===== src/rtl/core/dsc_pkg.sv =====
`default_nettype none

package dsc_pkg;

    localparam int unsigned MonthW  = 4;
    localparam int unsigned DayW    = 5;
    localparam int unsigned YearW   = 12;
    localparam int unsigned TotalW  = 21;
    localparam int unsigned LeapW   = 10;
    localparam int unsigned DoyW    = 9;
    localparam int unsigned Q100W   = 7;
    localparam int unsigned YearMax = 3000;
    localparam int unsigned MonthsPerYear = 12;
    localparam int unsigned DaysCommon = 365;
    localparam int unsigned DaysLeap   = 366;
    // x/100 == (x*5243) >> 19 for x below 43699
    localparam int unsigned Recip100     = 5243;
    localparam int unsigned Recip100Shift = 19;

    typedef enum logic [1:0] {
        ST_OK        = 2'd0,
        ST_BAD_START = 2'd1,
        ST_BAD_END   = 2'd2,
        ST_ORDER     = 2'd3
    } t_status;

    typedef struct packed {
        logic               valid;
        logic               leap;
        logic [DoyW-1:0]    prior;       // days of the year before the month
        logic [LeapW-1:0]   leaps_thru;  // leap years from 1 to this year
    } t_date_info;

    typedef struct packed {
        logic [YearW-1:0]  years;
        logic [MonthW-1:0] months;
        logic [DayW-1:0]   days;
    } t_age;

    typedef struct packed {
        t_status           status;
        logic [TotalW-1:0] total_days;
        logic [LeapW-1:0]  leap_count;
        logic [DoyW-1:0]   days_before;
        logic [DoyW-1:0]   days_after;
        t_age              age;
    } t_res;

    function automatic logic [DayW-1:0] f_month_len_common(input logic [MonthW-1:0] m);
        logic [DayW-1:0] n;
        case (m)
            4'd2:    n = 5'd28;
            4'd4:    n = 5'd30;
            4'd6:    n = 5'd30;
            4'd9:    n = 5'd30;
            4'd11:   n = 5'd30;
            default: n = 5'd31;
        endcase
        return n;
    endfunction

    // days of a common year before the first of month m
    function automatic logic [DoyW-1:0] f_cum_days(input logic [MonthW-1:0] m);
        logic [DoyW-1:0] s;
        case (m)
            4'd1:    s = 9'd0;
            4'd2:    s = 9'd31;
            4'd3:    s = 9'd59;
            4'd4:    s = 9'd90;
            4'd5:    s = 9'd120;
            4'd6:    s = 9'd151;
            4'd7:    s = 9'd181;
            4'd8:    s = 9'd212;
            4'd9:    s = 9'd243;
            4'd10:   s = 9'd273;
            4'd11:   s = 9'd304;
            4'd12:   s = 9'd334;
            4'd13:   s = 9'd365;
            4'd14:   s = 9'd365;
            4'd15:   s = 9'd365;
            default: s = 9'd0;
        endcase
        return s;
    endfunction

    function automatic logic [Q100W-1:0] f_div100(input logic [YearW-1:0] y);
        logic [YearW+13:0] p;
        p = {14'd0, y} * (YearW+14)'(Recip100);
        return p[Recip100Shift +: Q100W];
    endfunction

endpackage

`default_nettype wire


===== src/rtl/core/dsc_if.sv =====
`default_nettype none

interface dsc_req_if;
    logic                         valid;
    logic                         ready;
    logic [dsc_pkg::MonthW-1:0]   start_month;
    logic [dsc_pkg::DayW-1:0]     start_day;
    logic [dsc_pkg::YearW-1:0]    start_year;
    logic [dsc_pkg::MonthW-1:0]   end_month;
    logic [dsc_pkg::DayW-1:0]     end_day;
    logic [dsc_pkg::YearW-1:0]    end_year;

    modport source (
        output valid, start_month, start_day, start_year, end_month, end_day, end_year,
        input  ready
    );
    modport sink (
        input  valid, start_month, start_day, start_year, end_month, end_day, end_year,
        output ready
    );
endinterface

interface dsc_res_if;
    logic                         valid;
    logic                         ready;
    logic [1:0]                   status;
    logic [dsc_pkg::TotalW-1:0]   total_days;
    logic [dsc_pkg::LeapW-1:0]    leap_count;
    logic [dsc_pkg::DoyW-1:0]     days_before;
    logic [dsc_pkg::DoyW-1:0]     days_after;
    logic [dsc_pkg::YearW-1:0]    age_years;
    logic [dsc_pkg::MonthW-1:0]   age_months;
    logic [dsc_pkg::DayW-1:0]     extra_days;

    modport source (
        output valid, status, total_days, leap_count, days_before, days_after,
               age_years, age_months, extra_days,
        input  ready
    );
    modport sink (
        input  valid, status, total_days, leap_count, days_before, days_after,
               age_years, age_months, extra_days,
        output ready
    );
endinterface

`default_nettype wire


===== src/rtl/core/dsc_date_eval.sv =====
`default_nettype none

module dsc_date_eval (
    input  wire logic [dsc_pkg::MonthW-1:0] i_month,
    input  wire logic [dsc_pkg::DayW-1:0]   i_day,
    input  wire logic [dsc_pkg::YearW-1:0]  i_year,
    output dsc_pkg::t_date_info             o_info
);

    logic [dsc_pkg::Q100W-1:0] q100;
    logic [dsc_pkg::YearW-1:0] q100_x100;
    logic                      cent;
    logic                      leap;
    logic [dsc_pkg::DayW-1:0]  mlen;
    logic [dsc_pkg::LeapW:0]   lt;

    assign q100      = dsc_pkg::f_div100(i_year);
    assign q100_x100 = dsc_pkg::YearW'({5'd0, q100} * 12'd100);
    assign cent      = (q100_x100 == i_year);
    assign leap      = (i_year[1:0] == 2'b00) && (!cent || (q100[1:0] == 2'b00));
    assign mlen      = (i_month == 4'd2 && leap) ? 5'd29 : dsc_pkg::f_month_len_common(i_month);

    // y/4 - y/100 + y/400
    assign lt = {1'b0, i_year[dsc_pkg::YearW-1:2]} - {4'd0, q100} + {6'd0, q100[6:2]};

    assign o_info.valid = (i_month >= 4'd1) && (i_month <= dsc_pkg::MonthW'(dsc_pkg::MonthsPerYear))
                       && (i_year >= 12'd1) && (i_year <= dsc_pkg::YearW'(dsc_pkg::YearMax))
                       && (i_day >= 5'd1) && (i_day <= mlen);
    assign o_info.leap       = leap;
    assign o_info.prior      = dsc_pkg::f_cum_days(i_month)
                             + {8'd0, (i_month > 4'd2) && leap};
    assign o_info.leaps_thru = lt[dsc_pkg::LeapW-1:0];

endmodule

`default_nettype wire


===== src/rtl/core/dsc_age_calc.sv =====
`default_nettype none

module dsc_age_calc (
    input  wire logic [dsc_pkg::MonthW-1:0] i_start_month,
    input  wire logic [dsc_pkg::DayW-1:0]   i_start_day,
    input  wire logic [dsc_pkg::YearW-1:0]  i_start_year,
    input  wire logic [dsc_pkg::MonthW-1:0] i_end_month,
    input  wire logic [dsc_pkg::DayW-1:0]   i_end_day,
    input  wire logic [dsc_pkg::YearW-1:0]  i_end_year,
    output dsc_pkg::t_age                   o_age
);

    logic                       m_borrow;
    logic                       d_borrow;
    logic [dsc_pkg::MonthW-1:0] am0;
    logic                       m_wrap;
    logic [1:0]                 dec;
    logic [dsc_pkg::YearW-1:0]  ay0;
    logic [dsc_pkg::DayW-1:0]   mlen;
    logic [dsc_pkg::DayW-1:0]   ddiff;

    assign m_borrow = i_start_month > i_end_month;
    assign d_borrow = i_end_day < i_start_day;
    assign am0      = m_borrow ? (dsc_pkg::MonthW'(dsc_pkg::MonthsPerYear) + i_end_month
                                  - i_start_month)
                               : (i_end_month - i_start_month);
    assign m_wrap   = d_borrow && (am0 == 4'd0);
    assign dec      = {1'b0, m_borrow} + {1'b0, m_wrap};
    assign ay0      = i_end_year - i_start_year;
    assign mlen     = dsc_pkg::f_month_len_common(i_end_month);
    assign ddiff    = i_start_day - i_end_day;

    always_comb begin
        o_age.years = ({10'd0, dec} > ay0) ? '0 : (ay0 - {10'd0, dec});
        if (!d_borrow) begin
            o_age.months = am0;
            o_age.days   = i_end_day - i_start_day;
        end else begin
            o_age.months = m_wrap ? 4'd11 : (am0 - 4'd1);
            // short end month can undercut the borrow; floor at zero
            o_age.days   = (mlen > ddiff) ? (mlen - ddiff) : '0;
        end
    end

endmodule

`default_nettype wire


===== src/rtl/core/date_span_calculator.sv =====
// Date span calculator.
// i_req carries one item: a start date and an end date (month, day, year).
// o_res returns exactly one result per item: status, total elapsed days,
// leap years in the span, day of year of the start, days left in the end
// year, and the age as years, months and days. Non-OK status zeroes the rest.
// Both channels are valid/ready; an item moves when both are high.
// Timing: an accepted item passes through the input register, then the result
// register, before o_res.valid rises; a stall on o_res can hold it in either.
// Throughput: one item per cycle while o_res.ready stays high, set by the single
// arithmetic stage between the two registers.
// i_req.ready is high while the input register is empty or its item can move
// into the result register, so items can follow back to back.
// When o_res.ready is low the result holds, the input register fills, and
// then i_req.ready drops; nothing is lost or repeated.
// Reset (i_rst_n low, synchronous) empties both registers; there is no other
// state and no configuration.
`default_nettype none

module date_span_calculator (
    input  wire logic   i_clk,
    input  wire logic   i_rst_n,
    dsc_req_if.sink     i_req,
    dsc_res_if.source   o_res
);

    logic                       r_in_valid;
    logic [dsc_pkg::MonthW-1:0] r_bm;
    logic [dsc_pkg::DayW-1:0]   r_bd;
    logic [dsc_pkg::YearW-1:0]  r_by;
    logic [dsc_pkg::MonthW-1:0] r_em;
    logic [dsc_pkg::DayW-1:0]   r_ed;
    logic [dsc_pkg::YearW-1:0]  r_ey;
    logic                       r_out_valid;
    dsc_pkg::t_res              r_res;
    dsc_pkg::t_res              n_res;

    logic                       out_free;
    logic                       in_take;
    dsc_pkg::t_date_info        b_info;
    dsc_pkg::t_date_info        e_info;
    dsc_pkg::t_age              age;
    dsc_pkg::t_status           status;
    logic [dsc_pkg::YearW-1:0]  span;
    logic [dsc_pkg::LeapW-1:0]  lc;
    logic [dsc_pkg::DoyW-1:0]   start_doy;
    logic [dsc_pkg::DoyW-1:0]   after;
    logic [dsc_pkg::DoyW-1:0]   ylen;
    logic [dsc_pkg::TotalW:0]   total;

    assign out_free    = !r_out_valid || o_res.ready;
    assign i_req.ready = !r_in_valid || out_free;
    assign in_take     = i_req.valid && i_req.ready;

    always_ff @(posedge i_clk) begin
        if (!i_rst_n) begin
            r_in_valid <= 1'b0;
        end else if (i_req.ready) begin
            r_in_valid <= i_req.valid;
        end
    end

    always_ff @(posedge i_clk) begin
        if (in_take) begin
            r_bm <= i_req.start_month;
            r_bd <= i_req.start_day;
            r_by <= i_req.start_year;
            r_em <= i_req.end_month;
            r_ed <= i_req.end_day;
            r_ey <= i_req.end_year;
        end
    end

    dsc_date_eval u_birth (
        .i_month (r_bm),
        .i_day   (r_bd),
        .i_year  (r_by),
        .o_info  (b_info)
    );

    dsc_date_eval u_end (
        .i_month (r_em),
        .i_day   (r_ed),
        .i_year  (r_ey),
        .o_info  (e_info)
    );

    dsc_age_calc u_age (
        .i_start_month (r_bm),
        .i_start_day   (r_bd),
        .i_start_year  (r_by),
        .i_end_month   (r_em),
        .i_end_day     (r_ed),
        .i_end_year    (r_ey),
        .o_age         (age)
    );

    always_comb begin
        if (!b_info.valid) begin
            status = dsc_pkg::ST_BAD_START;
        end else if (!e_info.valid) begin
            status = dsc_pkg::ST_BAD_END;
        end else if ({r_ey, r_em, r_ed} < {r_by, r_bm, r_bd}) begin
            status = dsc_pkg::ST_ORDER;
        end else begin
            status = dsc_pkg::ST_OK;
        end
    end

    // leaps(1..ey) - leaps(1..by-1)
    assign lc        = e_info.leaps_thru - b_info.leaps_thru + {9'd0, b_info.leap};
    assign span      = r_ey - r_by + 12'd1;
    assign start_doy = b_info.prior + {4'd0, r_bd};
    assign ylen      = e_info.leap ? dsc_pkg::DoyW'(dsc_pkg::DaysLeap)
                                   : dsc_pkg::DoyW'(dsc_pkg::DaysCommon);
    assign after     = ylen - e_info.prior - {4'd0, r_ed};
    assign total     = {10'd0, span} * (dsc_pkg::TotalW+1)'(dsc_pkg::DaysCommon)
                     + {12'd0, lc} - {13'd0, start_doy} - {13'd0, after};

    always_comb begin
        n_res        = '0;
        n_res.status = status;
        if (status == dsc_pkg::ST_OK) begin
            n_res.total_days  = total[dsc_pkg::TotalW-1:0];
            n_res.leap_count  = lc;
            n_res.days_before = start_doy;
            n_res.days_after  = after;
            n_res.age         = age;
        end
    end

    always_ff @(posedge i_clk) begin
        if (!i_rst_n) begin
            r_out_valid <= 1'b0;
        end else if (out_free) begin
            r_out_valid <= r_in_valid;
        end
    end

    always_ff @(posedge i_clk) begin
        if (out_free && r_in_valid) begin
            r_res <= n_res;
        end
    end

    assign o_res.valid       = r_out_valid;
    assign o_res.status      = r_res.status;
    assign o_res.total_days  = r_res.total_days;
    assign o_res.leap_count  = r_res.leap_count;
    assign o_res.days_before = r_res.days_before;
    assign o_res.days_after  = r_res.days_after;
    assign o_res.age_years   = r_res.age.years;
    assign o_res.age_months  = r_res.age.months;
    assign o_res.extra_days  = r_res.age.days;

    a_take_fills: assert property (@(posedge i_clk) disable iff (!i_rst_n)
        in_take |=> r_in_valid)
        else $error("accepted item not held in input register");

    a_stall_keeps: assert property (@(posedge i_clk) disable iff (!i_rst_n)
        (r_in_valid && !out_free) |=> r_in_valid)
        else $error("input register dropped an item under stall");

    a_err_zero: assert property (@(posedge i_clk) disable iff (!i_rst_n)
        (o_res.valid && o_res.status != dsc_pkg::ST_OK) |->
            (o_res.total_days == '0 && o_res.leap_count == '0 && o_res.age_years == '0))
        else $error("error result carries nonzero fields");

    a_months_range: assert property (@(posedge i_clk) disable iff (!i_rst_n)
        o_res.valid |-> (o_res.age_months <= 4'd11))
        else $error("age months out of range");

endmodule

`default_nettype wire


===== src/flat_wrapper.sv =====
// flat-port wrapper written by rule: the top's interface ports become plain ports
module date_span_calculator_flat 
  (i_clk, i_rst_n, i_req_valid, i_req_start_month, i_req_start_day, i_req_start_year, i_req_end_month, i_req_end_day, i_req_end_year, i_req_ready, o_res_valid, o_res_status, o_res_total_days, o_res_leap_count, o_res_days_before, o_res_days_after, o_res_age_years, o_res_age_months, o_res_extra_days, o_res_ready);
  dsc_req_if i_req_i ();
  dsc_res_if o_res_i ();
  input  wire logic i_clk;
  input  wire logic i_rst_n;
  input wire logic [$bits(i_req_i.valid)-1:0] i_req_valid;
  input wire logic [$bits(i_req_i.start_month)-1:0] i_req_start_month;
  input wire logic [$bits(i_req_i.start_day)-1:0] i_req_start_day;
  input wire logic [$bits(i_req_i.start_year)-1:0] i_req_start_year;
  input wire logic [$bits(i_req_i.end_month)-1:0] i_req_end_month;
  input wire logic [$bits(i_req_i.end_day)-1:0] i_req_end_day;
  input wire logic [$bits(i_req_i.end_year)-1:0] i_req_end_year;
  output wire logic [$bits(i_req_i.ready)-1:0] i_req_ready;
  output wire logic [$bits(o_res_i.valid)-1:0] o_res_valid;
  output wire logic [$bits(o_res_i.status)-1:0] o_res_status;
  output wire logic [$bits(o_res_i.total_days)-1:0] o_res_total_days;
  output wire logic [$bits(o_res_i.leap_count)-1:0] o_res_leap_count;
  output wire logic [$bits(o_res_i.days_before)-1:0] o_res_days_before;
  output wire logic [$bits(o_res_i.days_after)-1:0] o_res_days_after;
  output wire logic [$bits(o_res_i.age_years)-1:0] o_res_age_years;
  output wire logic [$bits(o_res_i.age_months)-1:0] o_res_age_months;
  output wire logic [$bits(o_res_i.extra_days)-1:0] o_res_extra_days;
  input wire logic [$bits(o_res_i.ready)-1:0] o_res_ready;
  assign i_req_i.valid = i_req_valid;
  assign i_req_i.start_month = i_req_start_month;
  assign i_req_i.start_day = i_req_start_day;
  assign i_req_i.start_year = i_req_start_year;
  assign i_req_i.end_month = i_req_end_month;
  assign i_req_i.end_day = i_req_end_day;
  assign i_req_i.end_year = i_req_end_year;
  assign i_req_ready = i_req_i.ready;
  assign o_res_valid = o_res_i.valid;
  assign o_res_status = o_res_i.status;
  assign o_res_total_days = o_res_i.total_days;
  assign o_res_leap_count = o_res_i.leap_count;
  assign o_res_days_before = o_res_i.days_before;
  assign o_res_days_after = o_res_i.days_after;
  assign o_res_age_years = o_res_i.age_years;
  assign o_res_age_months = o_res_i.age_months;
  assign o_res_extra_days = o_res_i.extra_days;
  assign o_res_i.ready = o_res_ready;
  date_span_calculator u_core (.i_clk(i_clk), .i_rst_n(i_rst_n), .i_req(i_req_i), .o_res(o_res_i));
endmodule

===== config.mk =====
export PLATFORM = sky130hd
export DESIGN_NAME = date_span_calculator_flat
export DESIGN_NICKNAME = d
export VERILOG_FILES = /design/src/rtl/core/dsc_pkg.sv /design/src/rtl/core/dsc_if.sv /design/src/rtl/core/dsc_date_eval.sv /design/src/rtl/core/dsc_age_calc.sv /design/src/rtl/core/date_span_calculator.sv /design/src/flat_wrapper.sv
export SDC_FILE = /design/constraint.sdc
export NUM_CORES = 1
export LEC_CHECK = 0
export BUFFER_PORTS_ARGS = -buffer_cell sky130_fd_sc_hd__buf_2
export CORE_UTILIZATION = 55
export DETAILED_ROUTE_END_ITERATION = 10
export GPL_ROUTABILITY_DRIVEN = 0
export PLACE_DENSITY = 0.73
export RECOVER_POWER = 50
export SYNTH_ARGS = -nofsm -noshare
export SYNTH_HDL_FRONTEND = slang
export SYNTH_SLANG_ARGS = --single-unit

===== constraint.sdc =====
create_clock -name i_clk -period 36 [get_ports i_clk]
set_input_delay 3.6 -clock i_clk [delete_from_list [all_inputs] [get_ports i_clk]]
set_output_delay 3.6 -clock i_clk [all_outputs]
set_load 0.005 [all_outputs]

==> flow_summary_export.csv <==
group,metric,value,unit
run_status,status,"finished with violations",
run_status,violations,"max-capacitance violations, max-slew violations",
drt,dr_total_vias,13473,
worst_hold_path,hold_path.class,"reg -> reg",
synth,synthMuxAreaShare,0.947,%
clock_network,postCtsHoldBufs,0,
floorplan,start_util,55.7,%
synth,synth_compound_area_share,9.66,%
synth,synth_cells,1847,
critical_path,reg2reg_from,"u_core.r_ey[6]",
critical_path,r2r_cells,54,
synth,yosys.area_share.adder,46.3,%
global_route,grt_pass1_wl,69200,µm
finish,instances_no_fill,2436,
synth,ys_seq_elements,134,
synth,synth_seq_area_share,20.5,%
synth,synth_top_area_share,26.4,%
finish,area_growth,8.62,%
clock_network,htree_levels,4,
global_route,grt_max_degree,73,
synth,ys_warn_count,0,
clock_network,cts_max_path_buffers,2,
floorplan,die_x,186,µm
clock_network,cts_setup_buffers,0,
critical_path,crit_top_cell,"fa_1",
worst_hold_path,hold_depth,1,
sta,fmax,0.0633,GHz
floorplan,die_h,186,µm
critical_path,worst_path_max_delay_cell,"xnor2_1",
floorplan,dieArea,0.0346,mm²
clock_network,clk_pin_slew_worst_paths,0.06,ns
floorplan,boundaryPins,120,
clock_network,clk_root_buffer_cell,"clkbuf_16",
critical_path,worstPathRequired,36.17,ns
placement,io_buffers,119,
sta,tns,0,ns
sta,timing.final.crit_period,15.80,ns
clock_network,clock_latency,0.45,ns
sta,tightest_slew,3.87,ns
critical_path,cp_max_fo,9,
global_route,first_global_vias,13802,
critical_path,rrSetupSlack,20.20,ns
sta,hold_viol,0,
synth,synth_edf_count,114,
critical_path,startpoint_type,"register",
synth,synthTopCellsByArea,"ha_1, fa_1, edfxtp_1",
drt,first_pass_iters,5,
run,maxCapViolCount,1,
sta,fin_crit_sh,43.9,%
sta,slew_headroom,-158,%
sta,rsz0062_at_grt,"no",
drt,wirelength,43100,µm
synth,ys.flop_type,"edfxtp_1",
finish,drive_gt1_share,5.18,%
drt,drt_iter0_drc,840,
drt,antenna_left,0,
critical_path,path_class,"reg -> reg",
clock_network,cts-resized-gates,0,
placement,dp_cells,2404,
finish,layout_commonest_cell,"inv_1",
critical_path,critPathMaxStageDelay,0.82,ns
global_route,grt_overflow_total,0,
drt,remaining_drc_errors,0,
critical_path,crit_arrival,15.97,ns
synth,syn_avg_cell_area,10.1,µm²
floorplan,core,0.0334,mm²
global_route,grt_usage,26.3,%
placement,dp_hpwl,36300,µm
synth,async_flop_share,0,%
global_route,antenna_found_initial,0,
clock_network,cts_tree,"done",
synth,synth_area,0.0186,mm²
sta,setup_viol,0,
critical_path,r2r_end,"u_core.o_res.total_days[12]",
sta,fin_skew,0.0141,ns
drt,viasPerCell,5.53,
sta,drv_slew,73,
worst_hold_path,min_to,"u_core.o_res.valid",
critical_path,cp-end-kind,"register",
finish,fin_nets,2599,
synth,synthSimpleGateAreaFrac,8.07,%
synth,synth_nets,2471,
finish,final_cell_mix,"inv_1, ha_1, fa_1",
synth,synth_top_family_by_area,"adder cells",
synth,synth.largest_area_cell,"ha_1",
worst_hold_path,hp-start,"u_core.r_in_valid",
finish,fin_util,60.5,%
floorplan,row_count,67,
clock_network,cts_buffers,17,
drt,drt-wirelength-per-cell,17.7,µm
synth,synth-xor-area-share,5.72,%
clock_network,clock-sinks,134,
sta,holdWs,0.542,ns
synth,ys_types,74,
finish,insertedDiodeCount,0,
[worst max-delay path: cells and delay by family, from the launching register on]
kind	cells	cell delay, ns
AND/OR/NAND/NOR	8	1.72
AO/OA/AOI/OAI	13	2.47
flip-flops	1	0.69
XOR/XNOR	6	1.67
adder cells (fa/ha/maj)	18	8.05
buffers and inverters	8	0.58
multiplexers	1	0.35
[routing by layer]
layer | up-vias | global-route usage, % | part of all wire [%]
met3 | 76 | 3.58 | 5.4
met5 | - | 0 | 0
met1 | 6528 | 33.6 | 43
li1 | 6435 | - | -
met4 | 0 | 9.64 | 2.8
met2 | 434 | 45.3 | 49
[area by class of cell]
class / instances / area, µm²
Clock inverter: 14 / 141
Tap cell: 448 / 561
Timing Repair Buffer: 124 / 526
Clock buffer: 18 / 429
Inverter: 422 / 1580
Sequential cell: 134 / 3820
Fill cell: 2815 / 13200
Multi-Input combinational cell: 1276 / 13200
[kinds of logic (layout without fill, tap and decap cells)]
| kind of cell | count (synthesis) | after routing |
|---|---|---|
| simple gates | 296 | 296 |
| buf+inv | 437 | 578 |
| fa+ha+maj | 578 | 578 |
| flops | 134 | 134 |
| compound gates | 268 | 268 |
| mux | 17 | 17 |
| xor+xnor | 117 | 117 |
[cells in the mapped netlist (5+ instances only)]
cell type and number:
nor3_1 21, mux2i_1 12, o211ai_1 7, nand2_1 41
mux2_2 5, nor2b_1 18, nand4_1 17, ha_1 393
xor2_1 41, fa_1 185, nor4_1 10, xnor2_1 73
o2111ai_1 5, o21bai_1 8, nor3b_1 6, inv_1 422
nand2b_1 10, a211o_1 7, or2_2 12, dfxtp_1 20
o21ai_0 33, edfxtp_1 114, nor2_1 91, a21o_1 30
a21oi_1 86, a211oi_1 13, a31oi_1 9, clkbuf_1 10
or3_1 9, and2_1 20, o21a_1 13, nand3_1 25
o31ai_1 6
[metrics by stage]
step	instance area (µm²)	setup slack [ns]
2_1_floorplan	18600	21.90
3_3_place_gp	19800	20.70
3_5_place_dp	19800	20.40
4_1_cts	20300	20.30
5_1_grt	20200	19.37
6_report	20200	20.20
[how the worst max path moves through the flow]
stage / depth (start not counted) / slack, ns / to / startpoint
final: 54 / 20.20 / u_core.o_res.total_days[12] / u_core.r_ey[6]
after floorplan: 56 / 21.90 / u_core.o_res.total_days[12] / u_core.r_ey[6]
after global routing: 56 / 19.37 / u_core.o_res.total_days[14] / u_core.r_ey[6]
after CTS: 54 / 20.30 / u_core.o_res.total_days[12] / u_core.r_ey[6]
after detailed placement: 54 / 20.40 / u_core.o_res.total_days[12] / u_core.r_ey[6]
after global placement: 57 / 20.70 / u_core.o_res.total_days[12] / u_core.r_ey[3]
Power is not shown: default switching activity piles up to over one toggle a cycle in this logic, so the estimate is an artifact.
